File: src/hdl/mts_pkg.sv
package mts_pkg;

    localparam int unsigned DATA_W = 32;
    localparam int unsigned OCC_W  = 9;
    localparam logic signed [DATA_W-1:0] INT_MAX = 32'sh7FFF_FFFF;

    typedef enum logic [1:0] {
        REQ_PUSH  = 2'd0,
        REQ_POP   = 2'd1,
        REQ_QUERY = 2'd2,
        REQ_SPARE = 2'd3
    } req_t;

    typedef enum logic [1:0] {
        ST_OK        = 2'd0,
        ST_UNDERFLOW = 2'd1,
        ST_OVERFLOW  = 2'd2
    } status_t;

    typedef struct packed {
        logic signed [DATA_W-1:0] value;
        logic signed [DATA_W-1:0] run_min;
    } entry_t;

    typedef struct packed {
        logic push;
        logic pop;
    } shift_t;

endpackage

File: src/hdl/mts_cell.sv
module mts_cell (
    input  logic            clk,
    input  mts_pkg::shift_t shift,
    input  mts_pkg::entry_t from_above,
    input  mts_pkg::entry_t from_below,
    output mts_pkg::entry_t entry
);
    import mts_pkg::*;

    entry_t entry_reg;
    entry_t entry_next;

    always_comb
    begin
        entry_next = entry_reg;
        if (shift.push)
        begin
            entry_next = from_above;
        end
        else if (shift.pop)
        begin
            entry_next = from_below;
        end
    end

    always_ff @(posedge clk)
    begin
        entry_reg <= entry_next;
    end

    assign entry = entry_reg;

endmodule

File: config.mk
export PLATFORM = sky130hd
export DESIGN_NAME = mts_cell
export DESIGN_NICKNAME = d
export VERILOG_FILES = /design/src/hdl/mts_pkg.sv /design/src/hdl/mts_cell.sv
export SDC_FILE = /design/constraint.sdc
export NUM_CORES = 1
export LEC_CHECK = 0
export BUFFER_PORTS_ARGS = -buffer_cell sky130_fd_sc_hd__clkbuf_2
export CAP_MARGIN = 10
export CORE_MARGIN = 2
export CORE_UTILIZATION = 30
export CTS_BUF_LIST = sky130_fd_sc_hd__clkbuf_8
export DETAILED_ROUTE_END_ITERATION = 16
export GPL_ROUTABILITY_DRIVEN = 0
export GPL_TIMING_DRIVEN = 0
export PLACE_DENSITY = 0.68
export RECOVER_POWER = 100
export SYNTH_ARGS = -nofsm -noshare
export SYNTH_HDL_FRONTEND = slang
export SYNTH_SLANG_ARGS = --single-unit
File: constraint.sdc
create_clock -name clk -period 2.5 [get_ports clk]
set_clock_uncertainty 0.1 [all_clocks]
set_input_delay 0.25 -clock clk [delete_from_list [all_inputs] [get_ports clk]]
set_output_delay 0.25 -clock clk [all_outputs]
set_load 0.05 [all_outputs]
==> results of run 1 <==
-- final cells by class --
type | count | area [µm²]
Buffer | 7 | 41.3
Sequential cell | 64 | 1920
Fill cell | 946 | 5390
Timing Repair Buffer | 193 | 886
Clock buffer | 9 | 124
Multi-Input combinational cell | 65 | 746
Tap cell | 129 | 161
Clock inverter | 7 | 56.3
-- power by group through the flow --
| stage | sequential, W | clock, W | combinational [W] |
|---|---|---|---|
| floorplan | 0.00180 | 0 | 0.000167 |
| global placement | 0.00137 | 0 | 0.000819 |
| detailed placement | 0.00138 | 0 | 0.000827 |
| CTS | 0.00135 | 0.000859 | 0.000828 |
| global route | 0.00136 | 0.000911 | 0.000770 |
| finish | 0.00135 | 0.000825 | 0.000730 |
-- placed cells by master (no fill, tap or decap) --
cell / count
sky130_fd_sc_hd__mux2_1: 45
sky130_fd_sc_hd__clkinv_2: 3
sky130_fd_sc_hd__clkbuf_2: 129
sky130_fd_sc_hd__inv_1: 3
sky130_fd_sc_hd__or2_2: 1
sky130_fd_sc_hd__clkbuf_8: 9
sky130_fd_sc_hd__mux2_4: 5
sky130_fd_sc_hd__clkbuf_1: 69
sky130_fd_sc_hd__mux2_2: 14
sky130_fd_sc_hd__buf_6: 2
sky130_fd_sc_hd__edfxtp_1: 64
sky130_fd_sc_hd__bufinv_16: 1
-- per-stage QoR --
stage               std cells  power, W  utilization, %  cell area [µm²]  hold slack (ns)
floorplan                 136   0.00196               -             2910            0.367
CTS                       474   0.00304            45.2             4220           0.0932
detailed placement        458   0.00220            43.3             4040            0.455
global placement          458   0.00219            43.2             4030            0.450
finish                    474   0.00290            42.2             3940            0.104
global route              474   0.00304            42.2             3940           0.0875
-- layer usage --
layer / vias to the layer above / global-route usage [%]
met5: - / 0
met4: 0 / 6.36
met3: 9 / 4.17
met2: 126 / 20.2
met1: 912 / 13.1
li1: 940 / -
-- worst paths after layout --
kind	startpoint	cells past startpoint	endpoint
worst max-delay path	shift[1]	3	entry[48]
worst min-delay path	from_below[56]	2	entry[56]
-- worst max-delay path, cell delays in order --
cell                    delay (ns)
sky130_fd_sc_hd__buf_6        0.14
sky130_fd_sc_hd__buf_6        0.17
sky130_fd_sc_hd__or2_2        1.10
-- logic make-up after synthesis --
logic type | after synthesis | share of synthesized area (%)
buffers and inverters | 7 | 2.50
flip-flops | 64 | 66.1
multiplexers | 64 | 31.1
AND/OR/NAND/NOR | 1 | 0.215
==> results list, run 1 <==
* Outcome: finished clean
- The netlist uses 6 different library cells.
- I/O pin count: 195
- The register with the most flip-flops in the layout has 64 of them.
- Ranking of synthesized cells by instance count: sky130_fd_sc_hd__edfxtp_1, sky130_fd_sc_hd__mux2_4, sky130_fd_sc_hd__mux2_2
- Post-Syn Instances: 136
* Summed negative setup slack over all endpoints: 0 ns
* Root buffer cell: sky130_fd_sc_hd__clkbuf_8
- Warnings from Yosys: 0
- Buffers inserted to repair hold after CTS numbered 0.
- Entering global routing, the biggest net connects between 60 and 70 pins.
- Antenna diode count: 0
* Switching share of power: 33.1%
- Number of storage elements in the synthesis netlist: 64
- Combinational cells account for 25.1% of the total power.
* Total internal power: 0.00194 W
- Count of max-cap constraint violations: 0
- The die covers approximately 10000 µm².
- For this design the static power due to leakage is approximately 1.7 nW.
- Power spread over the standard cell area amounts to 738 nW/µm².
* Number of failing setup endpoints in the final timing report: 0
- Worst slew margin: 2.22%
- Most used DFF post-synth: sky130_fd_sc_hd__edfxtp_1
- Floorplan die height: 102 µm
* TritonCTS clock tree: yes
* Critical path fanouts, max: between 60 and 70
* Measured slew at the worst slew-check pin: 1.47 ns
* Synth Cell Area: 2910 µm²
- Total detailed-routing wirelength: 6520 µm
- Clock power share: between 20% and 30%
- Summed over all layers, the global routing overflow is 0.
* Effective utilization at floorplan: about 31%
- Number of setup buffers added after CTS: 0
- Maximum vdd ir drop: 257 µV
- Critical path data required time: approximately 2.3 ns
- The biggest area contributor in the post-synthesis netlist is sky130_fd_sc_hd__edfxtp_1.
- Post-cts resize count: 0
- Derived from the worst setup path, the maximum achievable clock frequency is 0.529 GHz.
- In the routed design, unresolved DRC markers number 0.
- Clk sink count: 64
- The number of nets in the synthesized netlist is 267.
* CTS H-tree lvls: 3
- After detailed routing, no signal wire sits above met4.
- The die is ~100 µm wide.
* Core Region: 9330 µm²
* Initial antenna violation count: 0
- Routed via count divided by cell count: 4.19
- Dividing the synthesized area by the synthesized cell count gives 21.4 µm².
* Remaining antenna violation count: 0
- During placement, the flow inserted port buffers numbering a little under 200.
- The area growth from synthesis to layout is 35.5%.
- Final HPWL from detailed placement: 4980 µm
- Global routing consumed, over all layers together, 11.9% of the routing resources.
- The final layout contains 471 nets.
- Total via count in the routed design: 1987
* Fin crit share: 75.5%
- Summed over all nets, wire length on met2 after detailed routing comes to between 3000 and 4000 µm.
- Worst slack at placement: between 0.6 and 0.7 ns
* Clock-pin slew on the worst setup and hold paths: roughly 0.07 ns
- The via count of the first global-routing pass came to 1918.
- Buffer depth of the longest clock path: 2
- PnR worst setup slack: 0.611 ns
- For this block, wires on met1 add up to 2640 µm.
- The synthesized design contains 64 enable-type register cells.
* Net switching power of the design: 0.000960 W
- Arr. time, crit path: 1.72 ns
- Of all flip-flops after synthesis, the portion carrying an async set or reset was 0%.
- In the post-synthesis netlist, the cell with the most instances is sky130_fd_sc_hd__edfxtp_1.
- Setup CP Type: input pin to register
* Fin. max-slew vios: 0
* WL per Instance: 13.8 µm
- The path class of the tightest hold or removal check is input pin to register.
- The first detailed-routing pass ran for 5 iterations.
- For this run, the register share of the synthesized area comes to 66.1%.
- RSZ-0062 raised after global routing: false
- The first global-routing pass estimated slightly above 9000 µm of wire.
- DR WL met3: 632 µm
- STA classifies the critical path startpoint as an input pin.
- The top cell type by area accounts for approximately 66% of the synthesized area.
- After floorplanning, the core was divided into 35 placement rows.
- Final Critical Period: 1.89 ns
* Number of failing hold endpoints at the final stage: 0
* Number of buffers created by CTS: 9
- Critical path endpoint category: register
- Initial detailed-routing violation count: 16
- Sorting the synthesized cells by area gives the leading types as sky130_fd_sc_hd__edfxtp_1, sky130_fd_sc_hd__mux2_4, sky130_fd_sc_hd__mux2_2.
- Sequential power share: 46.5%
- In the final layout, the share of cells above drive strength 1 is 47.5%.
No activity file was read; power rests on OpenSTA's default activity.
==> run 2: changes to the inputs <==
Settings changed: PLACE_DENSITY 0.68 to 0.66.
Clock period 2.5 ns to 1.8 ns, I/O delays scaled along.
==> results list, run 2 (synthesized netlist as in run 1, its figures left out) <==
- Number of setup buffers added after CTS: 0 (unchanged)
* Count of max-cap constraint violations: 0 (unchanged)
- The site row count is 35 (unchanged).
- Total via count in the routed design: 1951 (-1.8%)
* Worst slack at placement: -0.0195 ns (-0.631 ns)
- Antenna diode count: 0 (unchanged)
- Highest cell delay on the worst timing path: 0.52 ns (-0.58 ns)
- The cell area after layout was 3900 µm² (-0.99%).
* Core Region: 9330 µm² (unchanged)
- Leakage power: 1.63 nW (-2.1%)
- Layout overhead on the synthesized area: 34.2%
- TritonCTS built the clock tree.
- Setup repair after global routing left no endpoint under its margin.
- Maximum vdd ir drop: 271 µV (+5.3%)
- The fraction of layout cells with a size suffix above 1 came to 47.1% (-0.46 points).
- Buffer depth of the longest clock path: 2 (unchanged)
- Maximum clock frequency: 0.689 GHz
* Master of the slowest instance on the critical path: sky130_fd_sc_hd__clkbuf_1
* Worst slew margin: 41.2% (+39 points)
- List of cells traversed by the critical path: clkbuf_1
- Largest register FFs: 64 (unchanged)
* Total detailed-routing wirelength: 6890 µm (+5.6%)
- Clk sink count: 64 (unchanged)
- The number of fill cells was 935 (-1.2%).
- The mean number of vias per cell was 4.14 (-1.2%).
* Setup CP Type: register to primary output
- Global-route congestion overflow total: 0 (unchanged)
- Number of failing setup endpoints in the final timing report: 0 (unchanged)
- PnR worst setup slack: 0.349 ns (-0.262 ns)
- The quantity of hold-fixing buffers added after cts is 0 (unchanged).
- Clock-pin slew on the worst setup and hold paths: 0.07 ns (about the same)
- Floorplan die height: 102 µm (unchanged)
- The worst setup path is captured at a primary output.
- Leaving out fill and tap cells, the most frequent cell in the layout is sky130_fd_sc_hd__clkbuf_2.
* Area used by multi-input combinational logic: 748 µm² (+0.34%)
- The boundary pin count is 195 (unchanged).
- Final Critical Period: roughly 1.5 ns
- The total design power is 0.00384 W (+32%).
- Placement-stage cell area: 4040 µm² (unchanged)
- Root buffer cell: sky130_fd_sc_hd__clkbuf_8
- Pin count of the biggest net entering global routing: 65 (unchanged)
- The die span in x was 102 µm (unchanged).
* Type of the most critical hold path: input pin to register
- The final HPWL from detailed placement is 5200 µm (+4.5%).
- WL per Instance: 14.6 µm (+6.3%)
- Top library cells by usage in the layout, fill and taps aside: sky130_fd_sc_hd__clkbuf_2, sky130_fd_sc_hd__clkbuf_1, sky130_fd_sc_hd__edfxtp_1
- Initial antenna violation count: 0 (unchanged)
- The maximum fanout count along the critical path came to 1 (-98%).
- The number of search-and-repair iterations in the first detailed-routing pass was 4 (-1).
- The post-route DRC violation count is 0 (unchanged).
- The global-route wire length before repair came to 9640 µm (+5.0%).
- The final net count came to 471 (unchanged).
* Post-cts resize count: 0 (unchanged)
- Effective utilization at floorplan: 31.1% (unchanged)
- Remaining antenna violation count: 0 (unchanged)
* Critical path data required time: 1.52 ns (-0.81 ns)
- Outcome: finished clean
- CTS H-tree lvls: 3 (unchanged)
* Measured slew at the worst slew-check pin: 0.882 ns (-0.585 ns)
- The count of buffers inserted at the top-level ports came to 193 (unchanged).
- Fin crit share: 80.6%
* Power density over the cells: 985 nW/µm² (+34%)
- The cell family contributing the most delay on the critical path is buffers and inverters.
- Number of buffers created by CTS: 9 (unchanged)
* Fin. max-slew vios: 0 (unchanged)
* Initial detailed-routing violation count: 27 (+11)
- The all-layer global routing usage is 12.5% (+0.61 points).
- The via count of the first global-routing pass came to 2030 (+5.8%).
- Number of failing hold endpoints at the final stage: 0 (unchanged)
- Area of the die: 10500 µm² (unchanged)
- Count of buffer and inverter cells on the critical path: 1 (-1)
* Utilization after layout: 41.8% (-0.42 points)
* Total area of sequential cells: 1920 µm² (unchanged)
- Worst setup SP type: register
- Arr. time, crit path: 1.17 ns (-0.55 ns)
## run 2: power breakdown
| group | internal (W) | switching (W) | leakage [nW] | total, W |
|---|---|---|---|---|
| clock | 0.000457 | 0.000493 | 0.0710 | 0.000951 |
| sequential | 0.00183 | 0.0000425 | 0.652 | 0.00187 |
| combinational | 0.000252 | 0.000764 | 0.910 | 0.00102 |
| total | 0.00254 | 0.00130 | 1.63 | 0.00384 |
## run 2: stage by stage
| step | hold WS (ns) | setup TNS [ns] | cells |
|---|---|---|---|
| after floorplan | 0.297 | 0 | 136 |
| after global placement | 0.382 | 0 | 458 |
| after detailed placement | 0.384 | -1.12 | 458 |
| after CTS | 0.0248 | 0 | 471 |
| after global routing | 0.0110 | 0 | 471 |
| final | 0.0363 | 0 | 471 |
## run 2: routing by layer
metal	wire, µm	part of all wire [%]	track usage, %	up-vias
li1	-	-	-	941
met1	2640	38	12.8	901
met2	3600	52	22.6	105
met3	574	8.3	4.72	4
met4	73	1.1	5.54	0
met5	0	0	0	-
## run 2: worst paths after layout
path / start / to / cells past startpoint
setup / recovery: entry[22] / entry[22] / 1
hold / removal: from_below[54] / entry[54] / 2
## run 2: cell type report
type / instances / share of cell area [%]
flip-flops and latches: 64 / 49.3
repair buffers: 193 / 22.7
multi-input cells: 65 / 19.2
well taps: 129 / 4.14
clock buffers: 9 / 3.18
plain buffers: 7 / 1.06
clock inverters: 4 / 0.385
==> run 3: changes to the inputs <==
Settings changed: ABC_AREA set to 1, PLACE_DENSITY 0.66 to 0.69.
Clock period 1.8 ns to 1.2 ns, I/O delays scaled along.
==> results list, run 3 <==
- Seq/Total Area, Yosys: 69.8% (+3.6 points)
- Top cell type's share of synthesized area: 69.8% (+3.6 points)
* CTS H-tree lvls: 3 (unchanged)
* Placement-stage cell area: 3870 µm² (-4.0%)
* Number of storage elements in the synthesis netlist: 64 (unchanged)
* Synth Cell Area: 2760 µm² (-5.2%)
- For this run, the leading register cell type out of synthesis is sky130_fd_sc_hd__edfxtp_1.
- Unique cell type count in the Yosys netlist: 6 (unchanged)
- Ranking of synthesized cells by instance count: sky130_fd_sc_hd__nand2_1, sky130_fd_sc_hd__edfxtp_1, sky130_fd_sc_hd__buf_2
- Number of buffers created by CTS: 9 (unchanged)
- Post-cts hold buffer count: 119 (+119)
- The stage where the run came to a stop is clock tree synthesis.
- The post-CTS resize count came to 22 (+22).
* Post-Place Cells: 573 (+25%)
* I/O pin count: 195 (unchanged)
* Number of setup buffers added after CTS: 0 (unchanged)
- The count of flip-flops with a built-in enable after synthesis is 64 (unchanged).
- The cell sitting at the root of the clock tree is a sky130_fd_sc_hd__clkbuf_8.
- Count of port buffers added during placement: 194 (+0.52%)
- The proportion of register bits with asynchronous set or reset after synthesis was 0% (unchanged).
* Width of the die: 99.8 µm (-2.5%)
- Sorting the synthesized cells by area gives the leading types as sky130_fd_sc_hd__edfxtp_1, sky130_fd_sc_hd__nand2_1, sky130_fd_sc_hd__buf_6.
- The site row count is 34 (-2.9%).
- The synthesized net count was 402 (+51%).
- The initial cell density of the core was 31.3% (+0.14 points).
- Floorplan die height: 99.8 µm (-2.5%)
* Outcome: did not finish
- Mapped Avg Cell Area: 10.2 µm² (-52%)
* Most used standard cell by instance count after synthesis: sky130_fd_sc_hd__nand2_1
* Post-Syn Instances: 271 (+99%)
- The biggest area contributor in the post-synthesis netlist is sky130_fd_sc_hd__edfxtp_1.
- The clock sink count came to 64 (unchanged).
- The final HPWL from detailed placement came to 5590 µm (+7.5%).
- The first error in the log reads "[ERROR RSZ-0060] Max buffer count reached".
- The clock tree buffer depth came to 2 (unchanged).
- Warnings from Yosys: 0 (unchanged)
==> run 3: kinds of logic after synthesis <==
kind of cell	after synthesis	share of synthesized area, %
flops	64	69.8
simple gates	193	26.4
buf+inv	14	3.86
==> run 3: stage by stage <==
step / worst slack (ns) / util [%] / hold slack [ns]
2_1_floorplan: -0.0398 / - / 0.199
3_3_place_gp: -0.441 / 44.0 / 0.283
3_5_place_dp: -0.471 / 44.0 / 0.287
==> run 4: changes to the inputs <==
Settings changed: CORE_UTILIZATION 30 to 20, CTS_BUF_LIST sky130_fd_sc_hd__clkbuf_8 to not set, PLACE_DENSITY 0.69 to not set, PLACE_DENSITY_LB_ADDON set to 0.15.
Clock period 1.2 ns to 1.6 ns, I/O delays scaled along.
==> results list, run 4 <==
* Most common library cell in the layout ignoring fill and taps: sky130_fd_sc_hd__nand2_1
- Start point of the worst min-delay path: from_below[1]
- Setup violations remaining at the end of the flow were counted as 0.
- Power density over the cells: 1140 nW/µm²
- The initial cell density of the core was 20.6% (-11 points).
- Pin count of the biggest net entering global routing: between 60 and 70
- Clk sink count: 64 (unchanged)
* Type of the most critical hold path: input pin to register
- Layout overhead on the synthesized area: 73.8%
* CTS H-tree lvls: 3 (unchanged)
* Setup CP Type: input pin to register
- Width of the die: 121 µm (+22%)
- Most used standard cell by instance count after synthesis: sky130_fd_sc_hd__nand2_1
- The number of synthesized register bits came to 64 (unchanged).
* Switching share of power: 31.0%
- Number of setup buffers added after CTS: 0 (unchanged)
* RSZ-0062 raised after global routing: false
* Combined global-route utilization of all metal layers: 11.2%
- Synth Cell Area: 2760 µm² (unchanged)
- The worst-case IR drop observed on VDD is 384 µV.
- The count of buffers inserted at the top-level ports came to 194 (unchanged).
* Worst setup SP type: input pin
- Post-Syn Instances: 271 (unchanged)
- The first global-routing pass estimated 12800 µm of wire.
- The final HPWL from detailed placement is 5870 µm (+4.9%).
- The routed layout has 2717 vias.
- For this run, the top clock speed supported by timing is 0.674 GHz.
- Sequential power share: 38.5%
* Unique cell type count in the Yosys netlist: 6 (unchanged)
- Clock-pin slew was measured on the worst setup and hold paths at 0.06 ns.
* Fin nets: about 670
- Worst slew margin: 41.1%
- The synthesized net count is 402 (unchanged).
- Ranking of synthesized cells by instance count: sky130_fd_sc_hd__nand2_1, sky130_fd_sc_hd__edfxtp_1, sky130_fd_sc_hd__buf_2
- In this run, the clock network consumes 37.5% of the power.
- Share of flip-flops with an asynchronous set or reset after synthesis: 0% (unchanged)
- Top library cells by usage in the layout, fill and taps aside: sky130_fd_sc_hd__nand2_1, sky130_fd_sc_hd__clkbuf_2, sky130_fd_sc_hd__clkbuf_1
- The count of final max-slew check failures came to 0.
- Global-route congestion overflow total: 0
* WL per Instance: 11.3 µm
- The clock tree buffer depth was 2 (unchanged).
- Design Power: between 0.005 and 0.006 W
- Mapped Avg Cell Area: 10.2 µm² (unchanged)
- Warnings from Yosys: 0 (unchanged)
* Largest register FFs: 64
- The worst setup path is captured at a register.
- Largest area contributor in the synthesized netlist: sky130_fd_sc_hd__edfxtp_1
- In this run the power spent charging and discharging nets is 0.00170 W.
* Combinational power share: 24.0%
- Count of max-cap constraint violations: 0
- The internal portion of the total power is 0.00378 W.
- Critical path data required time: 1.57 ns
- 0 antenna diodes ended up in the layout.
- Remaining DRCs: 0
- The run finished with clean final reports.
- Cell types with the largest area share after synthesis: sky130_fd_sc_hd__edfxtp_1, sky130_fd_sc_hd__nand2_1, sky130_fd_sc_hd__buf_6
- Measured slew at the worst slew-check pin: approximately 0.88 ns
- In this run the static leakage power is 2.31 nW.
- The via count of the first global-routing pass is about 2800.
* Root buffer cell: sky130_fd_sc_hd__clkbuf_16
- Number of buffers created by CTS: 9 (unchanged)
* Total detailed-routing wirelength: 8120 µm
- The first TritonRoute pass finished after 4 iterations.
- Initial antenna violation count: 0
- For this run, the share of the core covered by cells in the final layout is a little over a third.
- Arr. time, crit path: approximately 1.5 ns
* Summed negative setup slack over all endpoints: 0 ns
- Seq/Total Area, Yosys: 69.8% (unchanged)
- Hold timing on the final database bottoms out at a slack of 0.0120 ns.
- The worst hold path passes through 3 cells.
- For this block, the initial DRC count from the detailed router was 132.
- Number of fill cells: 1438
- The region available for standard cell placement spans 13300 µm².
- Floorplan die height: 121 µm (+22%)
* Final Critical Period: 1.48 ns
- The detail route stage leaves a number of antenna-violating nets equal to 0.
- The share of the synthesized area in the top cell type was 69.8% (unchanged).
* EDFF count, synth: 64 (unchanged)
* Fin crit share: 92.7%
- Critical path fanouts, max: 1
- TritonCTS built the clock tree.
- The total count of hold-check failures in the final report came to 0.
- For this run, the leading register cell type out of synthesis is sky130_fd_sc_hd__edfxtp_1.
* Fraction of layout instances using a drive strength above 1: 29.0%
* I/O pin count: 195 (unchanged)
- The die covers 14700 µm².
* Sink of the worst hold path: entry[1]
- Routed via count divided by cell count: 3.78
- The site row count was 42 (+24%).
==> run 4: what timing repair did <==
action	4_1_cts	5_1_grt
resized for setup	0	0
hold endpoints to repair	38	0
hold buffers	61	0
==> run 4: layout make-up <==
cell class	count	area, µm²	share of cell area (%)
Sequential cell	64	1920	40.1
Timing Repair Buffer	255	1500	31.3
Multi-Input combinational cell	193	729	15.2
Clock buffer	9	225	4.70
Tap cell	176	220	4.60
Buffer	13	101	2.12
Clock inverter	7	86.3	1.80
Inverter	1	3.75	0.0784
==> run 4: power groups by stage <==
stage / logic (W) / clock network, W / registers, W
after detailed placement: 0.00124 / 0 / 0.00215
after global placement: 0.00124 / 0 / 0.00214
after global routing: 0.00141 / 0.00220 / 0.00213
final: 0.00132 / 0.00205 / 0.00211
after CTS: 0.00138 / 0.00212 / 0.00211
after floorplan: 0.000186 / 0 / 0.00280
==> run 4: logic make-up after synthesis <==
| logic type | Yosys count | share of synthesized area (%) |
|---|---|---|
| flip-flops | 64 | 69.8 |
| buffers and inverters | 14 | 3.86 |
| AND/OR/NAND/NOR | 193 | 26.4 |
==> run 4: per-layer routing <==
layer | global-route usage (%) | part of all wire [%]
met2 | 18.4 | 47
met5 | 0 | 0
met4 | 4.09 | 1.0
met3 | 4.04 | 9.1
met1 | 13.5 | 43
==> run 4: worst max path at each step <==
stage | startpoint | end | slack [ns]
floorplan | shift[1] | entry[0] | 0.29
global placement | shift[1] | entry[17] | -0.19
detailed placement | shift[1] | entry[16] | -0.20
CTS | from_below[61] | entry[61] | 0.14
global route | from_below[58] | entry[58] | 0.08
finish | from_below[58] | entry[58] | 0.12
==> run 4: worst max-delay path, stage by stage <==
cell                            delay (ns)
sky130_fd_sc_hd__dlygate4sd3_1        0.55
sky130_fd_sc_hd__clkbuf_2             0.11
sky130_fd_sc_hd__nand2_1              0.05
sky130_fd_sc_hd__nand2_1              0.04
sky130_fd_sc_hd__dlygate4sd3_1        0.55
==> run 4: through the flow <==
stage                     area (µm²)  setup WS, ns  cells
after floorplan                 2760         0.292    271
after global placement          3950        -0.190    641
after detailed placement        3950        -0.201    641
after CTS                       4870         0.142    718
after global routing            4790        0.0776    718
final                           4790         0.116    718
